**config.mk**
```make
export PLATFORM = sky130hd
export DESIGN_NAME = gbcs_div
export DESIGN_NICKNAME = d
export VERILOG_FILES = /design/src/rtl/core/gbcs_pkg.sv /design/src/rtl/core/gbcs_div.sv
export SDC_FILE = /design/constraint.sdc
export NUM_CORES = 1
export LEC_CHECK = 0
export ABC_AREA = 1
export BUFFER_PORTS_ARGS = -buffer_cell sky130_fd_sc_hd__buf_2
export CAP_MARGIN = 30
export CORE_MARGIN = 5
export CORE_UTILIZATION = 35
export DETAILED_ROUTE_END_ITERATION = 8
export PLACE_DENSITY_LB_ADDON = 0.05
export SLEW_MARGIN = 20
export SYNTH_ARGS = -nofsm -noshare
export SYNTH_HDL_FRONTEND = slang
export SYNTH_SLANG_ARGS = --single-unit
```
**constraint.sdc**
```tcl
create_clock -name clk_i -period 1.8 [get_ports clk_i]
set_clock_uncertainty 0.1 [all_clocks]
set_input_delay 0.54 -clock clk_i [delete_from_list [all_inputs] [get_ports clk_i]]
set_output_delay 0.54 -clock clk_i [all_outputs]
set_load 0.05 [all_outputs]
```
**src/rtl/core/gbcs_pkg.sv**
```systemverilog
// Package for the grid best-corner selector: field widths, reset values,
// operation, status and register codes, controller states and the cell entry.
// No dependencies; every other file of the block uses it.
`timescale 1ns / 1ps

package gbcs_pkg;

  localparam int COORD_W    = 12;
  localparam int CS_W       = 9;
  localparam int GW_W       = 11;
  localparam int MARGIN_W   = 7;
  localparam int SCORE_W    = 32;
  localparam int LVL_W      = 3;
  localparam int OP_W       = 3;
  localparam int STS_W      = 3;
  localparam int RD_W       = 10;
  localparam int CFG_IDX_W  = 3;
  localparam int CFG_DATA_W = 32;
  localparam int MAX_CELLS  = 1024;

  localparam logic [CS_W-1:0]    CELL_SIZE_RST    = CS_W'(32);
  localparam logic [GW_W-1:0]    GRID_WIDTH_RST   = GW_W'(20);
  localparam logic [MARGIN_W-1:0] EDGE_MARGIN_RST = MARGIN_W'(5);
  localparam logic [COORD_W-1:0] IMAGE_WIDTH_RST  = COORD_W'(640);
  localparam logic [COORD_W-1:0] IMAGE_HEIGHT_RST = COORD_W'(480);
  localparam logic [SCORE_W-1:0] MIN_SCORE_RST    = '0;

  typedef enum logic [OP_W-1:0] {
    OP_CLEAR  = 3'd0,
    OP_LOCK   = 3'd1,
    OP_UNLOCK = 3'd2,
    OP_OFFER  = 3'd3,
    OP_READ   = 3'd4
  } op_e;

  typedef enum logic [STS_W-1:0] {
    STS_DONE       = 3'd0,
    STS_STORED     = 3'd1,
    STS_MARGIN     = 3'd2,
    STS_LOCKED     = 3'd3,
    STS_NOT_BETTER = 3'd4,
    STS_RANGE      = 3'd5
  } status_e;

  typedef enum logic [CFG_IDX_W-1:0] {
    REG_CELL_SIZE    = 3'd0,
    REG_GRID_WIDTH   = 3'd1,
    REG_EDGE_MARGIN  = 3'd2,
    REG_IMAGE_WIDTH  = 3'd3,
    REG_IMAGE_HEIGHT = 3'd4,
    REG_MIN_SCORE    = 3'd5
  } cfg_reg_e;

  typedef enum logic [3:0] {
    S_INIT,
    S_IDLE,
    S_CLEAR,
    S_DIV,
    S_MUL,
    S_ADDR,
    S_READ,
    S_EVAL,
    S_RESP
  } state_e;

  typedef struct packed {
    logic [COORD_W-1:0] x;
    logic [COORD_W-1:0] y;
    logic [LVL_W-1:0]   level;
    logic [SCORE_W-1:0] score;
    logic               locked;
  } cell_entry_t;

endpackage

```
**src/rtl/core/gbcs_div.sv**
```systemverilog
// Restoring divider for one coordinate by the cell size, one quotient bit per cycle.
// Depends on gbcs_pkg for the coordinate and cell size widths.
`timescale 1ns / 1ps

module gbcs_div (
  input  logic                         clk_i,
  input  logic                         rst_ni,
  input  logic                         start_i,
  input  logic [gbcs_pkg::COORD_W-1:0] dividend_i,
  input  logic [gbcs_pkg::CS_W-1:0]    divisor_i,
  output logic                         done_o,
  output logic [gbcs_pkg::COORD_W-1:0] quotient_o
);

  localparam int CntW = $clog2(gbcs_pkg::COORD_W + 1);
  localparam int RemW = gbcs_pkg::CS_W - 1;

  logic [RemW-1:0]                rem_q;
  logic [gbcs_pkg::COORD_W-1:0]   quo_q;
  logic [gbcs_pkg::CS_W-1:0]      dsr_q;
  logic [CntW-1:0]                cnt_q;
  logic                           busy_q;
  logic                           done_q;
  logic [gbcs_pkg::CS_W-1:0]      rem_sh;
  logic [gbcs_pkg::CS_W-1:0]      rem_nx;
  logic                           ge;

  assign rem_sh = {rem_q, quo_q[gbcs_pkg::COORD_W-1]};
  assign ge     = (rem_sh >= dsr_q);
  assign rem_nx = ge ? (rem_sh - dsr_q) : rem_sh;

  always_ff @(posedge clk_i or negedge rst_ni) begin
    if (!rst_ni) begin
      busy_q <= 1'b0;
      done_q <= 1'b0;
      cnt_q  <= '0;
    end else if (start_i) begin
      busy_q <= 1'b1;
      done_q <= 1'b0;
      cnt_q  <= CntW'(gbcs_pkg::COORD_W);
    end else if (busy_q) begin
      cnt_q <= cnt_q - CntW'(1);
      if (cnt_q == CntW'(1)) begin
        busy_q <= 1'b0;
        done_q <= 1'b1;
      end
    end else begin
      done_q <= 1'b0;
    end
  end

  always_ff @(posedge clk_i) begin
    if (start_i) begin
      rem_q <= '0;
      quo_q <= dividend_i;
      dsr_q <= divisor_i;
    end else if (busy_q) begin
      rem_q <= rem_nx[RemW-1:0];
      quo_q <= {quo_q[gbcs_pkg::COORD_W-2:0], ge};
    end
  end

  assign done_o     = done_q;
  assign quotient_o = quo_q;

endmodule

```
-- Word-level counts from Yosys, hierarchy flattened
Index checks and enable logic that the tools add are counted.
- bits in latches: 0
- memories: 0
- input port bits: 24
- memory bits (read-only): 0
- bits in registers: 35
- memory bits (writable): 0
- $lt $le $gt $ge: 1
- divide/modulo/power cells: 0
- equality and inequality tests: 2
- shift operators: 0
- $add $sub $neg: 2
- reduce and logical (&&, ||, !) cells: 1
- mux-type cells: 11
- multiply operators: 0
- bitwise logic cells: 0
- operators by type and width (kind ; count):
    12-bit two-way mux ; 2
    9-bit >= comparator ; 1
    4-bit two-way mux ; 2
    8-bit two-way mux ; 1
    8-bit subtractor ; 1
    1-bit two-way mux ; 6
    4-bit by 1-bit equality test with 1-bit output, second input constant ; 1
    4-bit by 1-bit subtractor with 4-bit output, second input constant ; 1
    3-bit by 2-bit inequality test with 1-bit output, second input constant ; 1
    2-bit nonzero test ; 1

-- Logic depth before layout (Yosys ltp)
Gate-level depths: netlist of the first run.
- word-level depth: 4
- gate-level depth with buffers: 12
- gate-level depth less buffers: 12

-- Worst setup path after synthesis of the first run
OpenSTA, ideal clock, no wires.
- path kind: register to register
- start: register quo_q, in the netlist quotient_o[11]
- end: register rem_q[4]
- period minus slack after synthesis: 2.048 ns
- slack: -0.248 ns
- stages on the path, launching flop included: 11
- arrival: 1.835 ns
- buffers on the path: 0
- path through: edfxtp_1 -> inv_1 -> ha_1 -> fa_1 -> inv_1 -> nand3_1 -> nand3_1 -> xnor2_1 -> nand2_1 -> nand3_1 -> nand2_1
- word-level cells in the longest chain between the ends: 2
- elaborated cells between the ends (all ways): 3
- ends and longest elaborated chain (what ; line ; source):
    from (decl) ; gbcs_div.sv:19 ; logic [gbcs_pkg::COORD_W-1:0] quo_q;
    from (signal assigned) ; gbcs_div.sv:55 ; quo_q <= dividend_i;
    from (signal assigned) ; gbcs_div.sv:59 ; quo_q <= {quo_q[gbcs_pkg::COORD_W-2:0], ge};
    8-bit subtractor or 9-bit >= comparator (tied branches) ; gbcs_div.sv:30, gbcs_div.sv:29 ;
    8-bit two-way mux (*) ; gbcs_div.sv:30 ; assign rem_nx = ge ? (rem_sh - dsr_q) : rem_sh;
    to (signal assigned) ; gbcs_div.sv:58 ; rem_q <= rem_nx[RemW-1:0];
    to (decl) ; gbcs_div.sv:18 ; logic [RemW-1:0] rem_q;
Every way passes the cells marked *; elsewhere a longest branch is shown, timed or not.
A chain may end at the register's enable or synchronous reset.

-- Worst setup path after layout of the first run
- start: register dsr_q[0] (netlist bit)
- end: register rem_q[4]
- word-level cells in the longest chain between the ends: 2
- elaborated cells between the ends (all ways): 3
- ends and longest elaborated chain (what ; line ; source):
    from (decl) ; gbcs_div.sv:20 ; logic [gbcs_pkg::CS_W-1:0] dsr_q;
    from (signal assigned) ; gbcs_div.sv:56 ; dsr_q <= divisor_i;
    8-bit subtractor or 9-bit >= comparator (tied branches) ; gbcs_div.sv:30, gbcs_div.sv:29 ;
    8-bit two-way mux (*) ; gbcs_div.sv:30 ;
Marked as above.

==> results.json, run 1 <==
{
  "num-nets-final": 333,
  "io_pins": 37,
  "synth_top_area_share_pct": 31.38,
  "synth.distinct_cells": 30,
  "nFillCells": 587,
  "syn_avg_cell_area_um2": 8.135,
  "dp_hpwl_mm": 3.351,
  "worstSetupPathType": "register to register",
  "rsz0062_at_grt": "false",
  "dieWidth_um": 85.77,
  "insertedDiodeCount": 0,
  "first_iter_violations": 114,
  "p_leak_nw": 1.278,
  "rows": 27,
  "worst_ep_required_time_ns": 1.88,
  "grt_pass1_wl_mm": 7.362,
  "grt_pass1_vias": 1617,
  "synth_nets": 283,
  "drive_above_1_share_pct": 29.19,
  "syn_to_final_growth_pct": 26.28,
  "multiInputGateArea_um2": 1020,
  "avgViaCountPerCell": 4.505,
  "post-route-period-util_pct": 93.63,
  "final_common_cell": "nand2_1",
  "drtPass1Iterations": 4,
  "met3_usage_pct": 3.266,
  "yosysSeqAreaShare_pct": 46.82,
  "initial_core_util_pct": 36.27,
  "cts_made_buffers": 5,
  "root_buffer": "clkbuf_8",
  "drc_errors": 0,
  "antenna_found_initial": 0,
  "syn-instance-count": 247,
  "preCtsSetupSlack_ns": 0.01937,
  "track_usage_pct": 12.58,
  "overflow": 0,
  "met2_usage_pct": 19.92,
  "critPathArrivalTime_ns": 1.77,
  "die_area_um2": 7356,
  "timing.final.crit_period_ns": 1.685,
  "status": "finished, final reports clean",
  "worstHoldPathType": "input port to register",
  "p_per_area_nw_per_um2": 1282,
  "finish.utilization_pct": 45.80,
  "clock_latency_ns": 0.28,
  "cp-start-kind": "register",
  "tightestPinTransition_ns": 0.3694,
  "finalHoldViolations": 0,
  "cts_tree": "built",
  "fp.dieH_um": 85.77,
  "synth.area.top_cells": "edfxtp_1 (31%), nand2_1 (18%), dfxtp_1 (8.0%)",
  "drv_slew": 0,
  "max_slew_margin_pct": 75.15,
  "placed_cells": 358,
  "wl_mm": 4.460,
  "wl_per_cell_um": 12.05,
  "yosysTopAreaCell": "edfxtp_1",
  "antenna_left": 0,
  "cp_max_fo": 2,
  "cts.sinks": 35,
  "whs_ns": 0.3302,
  "use_met1_pct": 17.00,
  "drv_cap": 0,
  "stdcell_count": 370,
  "dr_total_vias": 1667,
  "busiest_layer": "met2",
  "clockBufferDepth": 2,
  "finalSetupViolCount": 0,
  "vdd_drop_max_mv": 0.5382,
  "grt_max_degree": 17,
  "setup.worst_path.end_class": "register",
  "io_buffers": 36,
  "seqCellArea_um2": 940.9,
  "syn_area_um2": 2009,
  "cts_htree_levels": 2,
  "synth_seq_cells": 35,
  "routabilityCongestion": 0.7706,
  "yosysWarnings": 0,
  "coreArea_um2": 5540,
  "fmax_mhz": 593.3,
  "final_cell_mix": "nand2_1 (87), buf_2 (36), inv_1 (35)",
  "cts.clk_slew.worst_paths_ns": 0.07,
  "worst_slack_ns": 0.1146
}
==> per-layer routing <==
metal / vias to the layer above / share of wire, % / wire length (um)
met4: 0 / 0.92 / 41
met1: 757 / 49 / 2195
met2: 27 / 46 / 2058
li1: 879 / - / -
met5: - / 0 / 0
met3: 4 / 3.7 / 164
==> area by class of cell <==
cell class | count | area share [%]
clock buffer | 7 | 3.402
clock inverter | 1 | 0.1479
inverter | 39 | 5.769
multi-input combinational | 171 | 40.19
sequential | 35 | 37.08
tap | 72 | 3.550
timing repair buffer | 45 | 9.862
==> synth_stat cells <==
cell	number
a21oi_1	4
a21oi_2	1
a21oi_4	1
a31oi_1	2
buf_2	1
buf_4	1
clkbuf_1	1
dfrtp_1	6
dfxtp_1	8
edfxtp_1	21
fa_1	1
ha_1	11
inv_1	39
nand2_1	95
nand2_2	2
nand2_4	1
nand3_1	23
nand3_2	2
nand3b_1	1
nand4_1	1
nand4_4	1
nor2_1	11
nor2_2	3
nor2_4	2
nor4_1	1
o21ai_0	2
o22ai_1	1
or2_4	1
xnor2_1	1
xor2_1	2
==> registers in the layout (all words and copies together) (netlist names) <==
signal and cells:
dsr_q 9, busy_q 1, done_o 1, rem_q 8
cnt_q 4, quotient_o 12
==> worst paths after layout <==
| path | start | endpoint | slack (ns) | cells after the start |
|---|---|---|---|---|
| worst max register to register | dsr_q[0] | rem_q[4] | 0.11 | 9 |
| worst min-delay path | divisor_i[6] | dsr_q[6] | 0.33 | 1 |
| worst max-delay path | dsr_q[0] | rem_q[4] | 0.11 | 9 |
| worst min register to register | rem_q[7] | rem_q[7] | 0.37 | 2 |
| min in group asynchronous | rst_ni | cnt_q[3] | 0.50 | 2 |
| max in group asynchronous | rst_ni | busy_q | 0.95 | 2 |
==> timing repair <==
action	in CTS	in global routing
hold buffers	1	0
hold endpoints to repair	6	0
setup buffers	0	2
endpoints found under the setup margin	0	9
resized for setup	0	23
==> cells by family after synthesis <==
group | count (synthesis) | synth area share, %
AND/OR/NAND/NOR | 144 | 32.25
buffers and inverters | 42 | 8.094
flip-flops | 35 | 46.82
adder cells (fa/ha/maj) | 12 | 7.846
AO/OA/AOI/OAI | 11 | 3.674
XOR/XNOR | 3 | 1.308
==> critical path, cell delays in order (launching register included) <==
cell and delay, ns:
edfxtp_1 0.42, ha_4 0.19, fa_2 0.36, inv_2 0.06, nand3_1 0.08, nand3_2 0.08
xnor2_1 0.11, nand2_1 0.06, nand3_1 0.06, nand2_1 0.04
==> stage by stage <==
stage,setup TNS [ns],total power [mW],instance area [um^2]
global route,0,3.540,2537
finish,0,3.252,2537
floorplan,-0.1880,2.155,2024
global placement,0,2.491,2323
detailed placement,0,2.472,2323
CTS,0,3.062,2424
==> power by group <==
group          switching [mW]  internal [mW]
Clock                   0.267          0.306
Combinational           0.936          0.622
Sequential              0.118           1.00
Total                    1.32           1.93
(Power assumes the default switching activity.)
==> run 2: changes to the inputs <==
--- a/config.mk
+++ b/config.mk
@@ -8,11 +8,13 @@
 export ABC_AREA = 1
 export BUFFER_PORTS_ARGS = -buffer_cell sky130_fd_sc_hd__buf_2
 export CAP_MARGIN = 30
+export CELL_PAD_IN_SITES_DETAIL_PLACEMENT = 1
+export CELL_PAD_IN_SITES_GLOBAL_PLACEMENT = 1
 export CORE_MARGIN = 5
 export CORE_UTILIZATION = 35
 export DETAILED_ROUTE_END_ITERATION = 8
 export PLACE_DENSITY_LB_ADDON = 0.05
-export SLEW_MARGIN = 20
+export SLEW_MARGIN = 30
 export SYNTH_ARGS = -nofsm -noshare
 export SYNTH_HDL_FRONTEND = slang
 export SYNTH_SLANG_ARGS = --single-unit
==> results.json, run 2 (synthesis results as in run 1) <==
{
  "final_cell_mix": "nand2_1 (81), buf_2 (36), inv_1 (34)",
  "wl_mm": 5.220,
  "critPathSlowestCell": "edfxtp_1",
  "track_usage_pct": 14.93,
  "cts_made_buffers": 5,
  "worst_slack_ns": 0.08204,
  "r2r_end": "rem_q[4]",
  "drtPass1Iterations": 4,
  "drv_cap": 0,
  "final_common_cell": "nand2_1",
  "dr_total_vias": 1731,
  "vdd_drop_max_mv": 0.5019,
  "rrSetupSlack_ns": 0.08,
  "whs_ns": 0.3315,
  "die_area_um2": 7356,
  "largest_register_ffs": 12,
  "finalHoldViolations": 0,
  "dieWidth_um": 85.77,
  "nFillCells": 707,
  "worstHoldPathType": "input port to register",
  "clock_latency_ns": 0.28,
  "avgViaCountPerCell": 4.628,
  "timing.final.crit_period_ns": 1.718,
  "syn_to_final_growth_pct": 32.69,
  "post-route-period-util_pct": 95.44,
  "num-nets-final": 337,
  "critPathArrivalTime_ns": 1.80,
  "dp_hpwl_mm": 3.969,
  "power_mw": 3.437,
  "hold_end": "dsr_q[8]",
  "tightestPinTransition_ns": 0.3416,
  "fmax_mhz": 582.1,
  "worstSetupPathType": "register to register",
  "routabilityCongestion": 0.8330,
  "preCtsSetupSlack_ns": -0.004912,
  "coreArea_um2": 5540,
  "wl_per_cell_um": 13.96,
  "setup.worst_path.end_class": "register",
  "grt_pass1_wl_mm": 8.721,
  "cts_tree": "built",
  "insertedDiodeCount": 0,
  "grt_pass1_vias": 1874,
  "cpPeakStageDelay_ns": 0.42,
  "setup_tns_ns": 0,
  "status": "finished, final reports clean",
  "finalSetupViolCount": 0,
  "dpl-instance-area_um2": 2366,
  "initial_core_util_pct": 36.27,
  "worst_ep_required_time_ns": 1.88,
  "hold-path-cell-count": 1,
  "cts.clk_slew.worst_paths_ns": 0.07,
  "drc_errors": 0,
  "cp_max_fo": 2,
  "clockBufferDepth": 2,
  "cp-start-kind": "register",
  "first_iter_violations": 34,
  "critical-path-top-delay-family": "adder cells",
  "worst-r2r-cell-count": 9,
  "drive_above_1_share_pct": 34.11,
  "p_leak_nw": 1.321,
  "cts_htree_levels": 2,
  "worstPathCellList": "ha_4 -> fa_2 -> inv_2 -> nand3_2 -> nand3_2 -> xnor2_2 -> nand2_2 -> nand3_2 -> nand2_1",
  "cts.sinks": 35,
  "io_pins": 37,
  "max_slew_margin_pct": 77.02,
  "p_per_area_nw_per_um2": 1289,
  "rows": 27,
  "r2r_start": "dsr_q[0]",
  "design_area_um2": 2666,
  "antenna_found_initial": 0,
  "grt_max_degree": 15,
  "path_buf_inv": 1,
  "antenna_left": 0,
  "fp.dieH_um": 85.77,
  "io_buffers": 36,
  "overflow": 0,
  "root_buffer": "clkbuf_8",
  "path_common_cell": "nand3_2",
  "drv_slew": 0,
  "hp-start": "divisor_i[8]"
}
[run 2: stage by stage]
step | cells | util (%)
4_1_cts | 371 | 44.33
3_3_place_gp | 362 | 42.71
3_5_place_dp | 362 | 42.71
2_1_floorplan | 247 | -
5_1_grt | 374 | 48.13
6_report | 374 | 48.13
[run 2: final cells by class]
| cell class | instances | area [um^2] | area share, % |
|---|---|---|---|
| Clock buffer | 8 | 80.08 | 3.003 |
| Multi-Input combinational cell | 171 | 1116 | 41.86 |
| Timing Repair Buffer | 49 | 292.8 | 10.98 |
| Inverter | 39 | 146.4 | 5.490 |
| Sequential cell | 35 | 940.9 | 35.29 |
| Tap cell | 72 | 90.09 | 3.379 |
[run 2: how the worst max path moves through the flow]
stage                               from             to  slack, ns  depth (start not counted)
after global routing      quotient_o[11]       rem_q[4]      -0.02                         10
final                           dsr_q[0]       rem_q[4]       0.08                          9
after detailed placement        dsr_q[6]  quotient_o[0]     -0.005                          8
after global placement          dsr_q[6]  quotient_o[0]      0.008                          8
after floorplan           quotient_o[11]       rem_q[4]      -0.12                         10
after CTS                       dsr_q[6]  quotient_o[0]      0.005                          8
[run 2: timing repair]
item	in CTS	in global routing
buffers inserted	0	2
pin swaps	1	11
hold buffers	1	0
gates resized for setup	0	40
setup endpoints to repair	6	9
cloned	0	1
hold endpoints to repair	6	0
[run 2: where the power goes]
part	switching, mW	total (mW)	internal, mW
Sequential	0.141	1.14	1.00
Clock	0.265	0.540	0.275
Combinational	1.04	1.75	0.716
Total	1.44	3.44	1.99
[run 2: metal layers]
metal | vias to the layer above | global-route usage (%) | wire length [um] | share of wire, %
met5 | - | 0 | 0 | 0
met4 | 0 | 5.324 | 91 | 1.7
met3 | 8 | 3.842 | 225 | 4.3
met2 | 31 | 24.79 | 2529 | 48
met1 | 801 | 18.72 | 2373 | 45
li1 | 891 | - | - | -
==> run 3: changes to the inputs <==
==> constraint.sdc (replaced) <==
create_clock -name clk_i -period 1.7 [get_ports clk_i]
set_clock_uncertainty 0.1 [all_clocks]
set_input_delay 0.51 -clock clk_i [delete_from_list [all_inputs] [get_ports clk_i]]
set_output_delay 0.51 -clock clk_i [all_outputs]
set_load 0.01 [all_outputs]
==> results.json, run 3 (synthesis results as in run 1) <==
{
  "tightestPinTransition_ns": 0.3281,
  "rows": 27,
  "worstSetupPathType": "register to register",
  "num-nets-final": 353,
  "drtPass1Iterations": 4,
  "grt_pass1_wl_mm": 9.114,
  "cts.sinks": 35,
  "grt_pass1_vias": 1937,
  "final_cell_mix": "nand2_1 (74), buf_2 (35), inv_1 (27)",
  "dpl-instance-area_um2": 2424,
  "root_buffer": "clkbuf_8",
  "drc_errors": 0,
  "power_mw": 4.008,
  "worst_slack_ns": -0.0009902,
  "timing.final.crit_period_ns": 1.701,
  "p_leak_nw": 1.443,
  "avgViaCountPerCell": 4.631,
  "setup_tns_ns": -0.0009902,
  "track_usage_pct": 15.72,
  "syn_to_final_growth_pct": 43.71,
  "cts_tree": "built",
  "drive_above_1_share_pct": 44.97,
  "cp-start-kind": "register",
  "coreArea_um2": 5540,
  "cp_max_fo": 5,
  "overflow": 0,
  "rsz0062_at_grt": "true",
  "wl_mm": 5.433,
  "dieWidth_um": 85.77,
  "final_common_cell": "nand2_1",
  "critPathArrivalTime_ns": 1.63,
  "cts_htree_levels": 2,
  "cts.clk_slew.worst_paths_ns": 0.07,
  "max_slew_margin_pct": 77.92,
  "status": "finished with violations",
  "dp_hpwl_mm": 3.918,
  "cts_made_buffers": 5,
  "antenna_left": 0,
  "initial_core_util_pct": 36.27,
  "finalSetupViolCount": 1,
  "wl_per_cell_um": 13.93,
  "dr_total_vias": 1806,
  "die_area_um2": 7356,
  "antenna_found_initial": 0,
  "worst_ep_required_time_ns": 1.63,
  "insertedDiodeCount": 0,
  "violations": "negative setup slack",
  "post-route-period-util_pct": 100.1,
  "first_iter_violations": 57,
  "io_pins": 37,
  "clock_latency_ns": 0.29,
  "finalHoldViolations": 0,
  "fp.dieH_um": 85.77,
  "setup.worst_path.end_class": "register",
  "drv_cap": 0,
  "routabilityCongestion": 0.7927,
  "design_area_um2": 2888,
  "grt_max_degree": 17,
  "clockBufferDepth": 2,
  "fmax_mhz": 587.9,
  "io_buffers": 36,
  "nFillCells": 686,
  "vdd_drop_max_mv": 0.5427,
  "drv_slew": 0,
  "worstHoldPathType": "input port to register",
  "p_per_area_nw_per_um2": 1388,
  "preCtsSetupSlack_ns": -0.1219,
  "largest_register_ffs": 12
}
-- run 3: stage by stage --
step,util (%),cells,hold slack [ns]
3_5_place_dp,43.74,373,0.2400
6_report,52.12,390,0.2953
2_1_floorplan,-,247,0.1144
3_3_place_gp,43.74,373,0.2405
4_1_cts,48.26,386,0.2846
5_1_grt,52.12,390,0.2811
-- run 3: timing repair --
action / 4_1_cts / 5_1_grt
buffers inserted: 2 / 4
resized for setup: 21 / 50
endpoints found under the setup margin: 9 / 10
gates cloned: 2 / 0
pin swaps: 6 / 19
endpoints found under the hold margin: 6 / 0
hold buffers: 1 / 0
-- run 3: area by class of cell --
type	count	area, um^2	area share [%]
Clock buffer	8	100.1	3.466
Inverter	39	146.4	5.069
Multi-Input combinational cell	172	1207	41.81
Sequential cell	35	940.9	32.58
Tap cell	72	90.09	3.120
Timing Repair Buffer	64	402.9	13.95
-- run 3: power by group --
part	leakage, nW	total (mW)	internal [mW]	switching, mW
registers	0.353	1.19	1.06	0.133
logic	1.04	2.15	0.982	1.17
clock network	0.0515	0.663	0.370	0.294
-- run 3: critical path, stage by stage (launching register included) --
cell,delay (ns)
edfxtp_1,0.42
inv_2,0.11
ha_4,0.21
nand2_4,0.07
nor2_4,0.04
nand3_2,0.08
nand2_4,0.07
nor2_4,0.23
a31oi_1,0.11
-- run 3: routing by layer --
layer	share of wire [%]	vias to the layer above	routed length (um)	track usage [%]
met2	50	26	2696	26.84
met4	1.5	0	81	5.180
met1	45	851	2466	19.80
li1	-	922	-	-
met5	0	-	0	0
met3	3.5	7	189	3.170
-- run 3: path summary, 6_finish.rpt --
| path | slack [ns] | end | startpoint | depth (start not counted) |
|---|---|---|---|---|
| worst max-delay path | -0.001 | quotient_o[0] | quotient_o[11] | 8 |
| worst min-delay path | 0.30 | dsr_q[1] | divisor_i[1] | 1 |
| worst max register to register | -0.001 | quotient_o[0] | quotient_o[11] | 8 |
| worst min register to register | 0.39 | rem_q[7] | rem_q[7] | 2 |
| max in group asynchronous | 0.89 | busy_q | rst_ni | 2 |
| min in group asynchronous | 0.47 | cnt_q[3] | rst_ni | 2 |
